File: config.mk
export PLATFORM = sky130hd
export DESIGN_NAME = sce_ram
export DESIGN_NICKNAME = d
export VERILOG_FILES = /design/src/hw/rtl/sce_ram.sv
export SDC_FILE = /design/constraint.sdc
export NUM_CORES = 2
export LEC_CHECK = 0
export ABC_AREA = 1
export BUFFER_PORTS_ARGS = -buffer_cell sky130_fd_sc_hd__buf_2
export CORE_MARGIN = 2
export CORE_UTILIZATION = 50
export CTS_CLUSTER_SIZE = 16
export DETAILED_ROUTE_END_ITERATION = 16
export PLACE_DENSITY = 0.65
export RECOVER_POWER = 25
export SLEW_MARGIN = 10
export SYNTH_ARGS = -nofsm -noshare
export SYNTH_HDL_FRONTEND = slang
export SYNTH_SLANG_ARGS = --single-unit
File: constraint.sdc
create_clock -name aclk -period 25.6 [get_ports aclk]
set_clock_uncertainty 0.05 [all_clocks]
set_input_delay 5.12 -clock aclk [delete_from_list [all_inputs] [get_ports aclk]]
set_output_delay 5.12 -clock aclk [all_outputs]
set_load 0.02 [all_outputs]
File: src/hw/rtl/sce_ram.sv
// ----------------------------------------------------------------------------
// sce_ram
// generic simple dual-port ram, one write port, one registered read port
// ----------------------------------------------------------------------------
module sce_ram #(
    parameter int WIDTH = 64,
    parameter int DEPTH = 64
) (
    input  logic                     aclk,
    input  logic                     wr_en,
    input  logic [$clog2(DEPTH)-1:0] wr_addr,
    input  logic [WIDTH-1:0]         wr_data,
    input  logic                     rd_en,
    input  logic [$clog2(DEPTH)-1:0] rd_addr,
    output logic [WIDTH-1:0]         rd_data
);

    logic [WIDTH-1:0] mem [DEPTH];

    always_ff @(posedge aclk) begin
        if (wr_en) begin
            mem[wr_addr] <= wr_data;
        end
        if (rd_en) begin
            rd_data <= mem[rd_addr];
        end
    end

endmodule

==> reports/qor.yml <==
num_rows: 211
syn-instance-count: 13410
area_delta_synth_final_pct: 10.31
fin_setup_tns_ns: 0
synth_area_leader_cell: "edfxtp_1"
slowest_delay_ns: 0.94
die_h_um: 580.1
slowest_stage: "buf_4"
synth.net_count: 13480
path_delay_family: "buffers and inverters"
htree_levels: 5
via_per_inst: 6.077
required_ns: 26.37
drt_wl_total_um: 501700
cts.path.max_buffers: 4
hold_viol_final: 0
fin_crit_ns: 9.932
gp_congestion: 0.7989
start_util: 0.5025
first_global_vias: 102200
ir_drop_mv: 0.07395
drt-met1-wl_um: 193400
path_max_fanout: 239
grt_start_max_net_pins: 240
cts_tree: "yes"
coreArea_um2: 330300
setup_ws_ns: 15.67
place_inst: 17260
status: "finished, violations left"
fin_util: 0.5542
yosysSeqAreaShare: 0.7528
ys_types: 15
cts_buffers: 413
violations: "max-capacitance violations, max-slew violations"
nets: 13380
rsz0062_at_grt: "no"
grtUsageTotal: 0.2921
top_layer: "met5"
vias: 109600
synth.top_cells.by_area: "edfxtp_1, nand3_1, nand2_1"
clk_pin_slew_ns: 0.06
critPathBufInv: 6
ys_ff_latch: 4160
die_x_um: 580.1
setup_viol: 0
syn_avg_cell_area_um2: 12.38
worstHoldStart: "mem[20][41]$_DFFE_PP_"
postCtsSetupBuffers: 0
drt-wirelength-per-cell_um: 27.83
endpoint_kind: "register"
rr_startpoint: "mem[46][17]$_DFFE_PP_"
crit_chain: "buf_12 > inv_16 > buf_4 > buf_4 > buf_4 > buf_4 > nand2_1 > nand3_1 > nand3_1 > nand3_1 > nand3_1 > nand2_1 > nand2_1 > nand2_1"
yosysWarnings: 0
placed_area_um2: 169800
met3_wirelength_um: 50860
drive_gt1_frac: 0.07237
setup.worst_path.start: "rd_addr[0]"
design_area_um2: 183100
cts.sinks: 4160
fin_cells: 18030
io_pins: 143
drc: 0
period_share: 0.3880
hold_buffers: 0
worst_slew_pin_slew_ns: 4.303
powerDensity_nw_per_um2: 78.56
finalMaxSlewViolations: 3157
die_area_um2: 336500
grt_pass1_wl_um: 719400
crit_type: "input port to register"
cap_violations: 49
hold_class: "register to register"
clk_latency_ns: 0.97
slew_headroom: -1.868
dp_slack_ns: 14.85
wl_met2_um: 234600
antenna_found_initial: 29
clockRootBuffer: "clkbuf_16"
drt_iter0_markers: 15560
firstDrtPassIters: 6
postCtsResizedCells: 0
grt_overflow: 0
critPathLaunchType: "input port"
arrival_ns: 10.70
timing.hold.ws_ns: 0.8135
synth.top_cell.area_share: 0.7528
ant_nets: 0
power_mw: 14.38
p_leak_nw: 63.79
numPortBuffers: 142
fmax_mhz: 100.7
synth_area_um2: 165900
place_hpwl_um: 244800
[state kept, by name, indices dropped and copies added (netlist names)]
register  count
mem        4096
rd_data      64
[cells in the final DEF, fill, tap and decap left out, drive strengths merged]
cell	count
edfxtp	4160
clkinvlp	10
nor2	56
diode	11
inv	25
nand2	4416
nand4	9
nand3	3847
bufinv	40
clkinv	194
buf	333
clkbuf	555
nor4	8
[cell families after synthesis]
logic type	after synthesis	share of synthesized area
buffers and inverters	909	0.02941
DFF	4160	0.7528
and+or+nand+nor	8336	0.2178
[synth_stat cells]
| cell | n |
|---|---|
| nand2_1 | 4416 |
| edfxtp_1 | 4160 |
| nand3_1 | 3847 |
| buf_2 | 501 |
| clkbuf_1 | 147 |
| buf_4 | 134 |
| buf_1 | 72 |
| nor2_1 | 56 |
| buf_6 | 40 |
| nand4_1 | 9 |
| inv_1 | 8 |
| nor4_1 | 8 |
| buf_8 | 3 |
| inv_2 | 2 |
| inv_4 | 2 |
[tightest hold or removal path: cells and delay by family (launching register included)]
family / cells / cell delay [ns]
AND/OR/NAND/NOR: 8 / 0.43
flip-flops: 1 / 0.32
[power by group]
group	leakage, nW	internal [mW]	switching [mW]
registers	37.5	7.57	0.0222
logic	19.8	0.182	0.607
clock network	6.51	3.42	2.59
total	63.8	11.2	3.22
[final timing paths]
check | end | slack (ns) | depth (start not counted)
setup / recovery | rd_data[37]$_DFFE_PP_ | 15.67 | 14
hold / removal | rd_data[41]$_DFFE_PP_ | 0.81 | 8
setup reg to reg | rd_data[17]$_DFFE_PP_ | 23.67 | 8
hold reg to reg | rd_data[41]$_DFFE_PP_ | 0.81 | 8
[final cells by class]
class,count,area [um^2]
inverters,12,105.1
flip-flops and latches,4160,124900
multi-input cells,8336,36620
diodes,11,27.53
fillers,26530,147200
well taps,4366,5463
clock inverters,257,2417
repair buffers,382,2648
clock buffers,506,10850
[routing by layer]
metal / GRT usage / vias to the layer above
met1: 0.4031 / 54390
met3: 0.04059 / 1035
met5: 0 / -
met2: 0.4689 / 6389
li1: - / 47740
met4: 0.1207 / 10
Power figures use the tool's default switching activity.
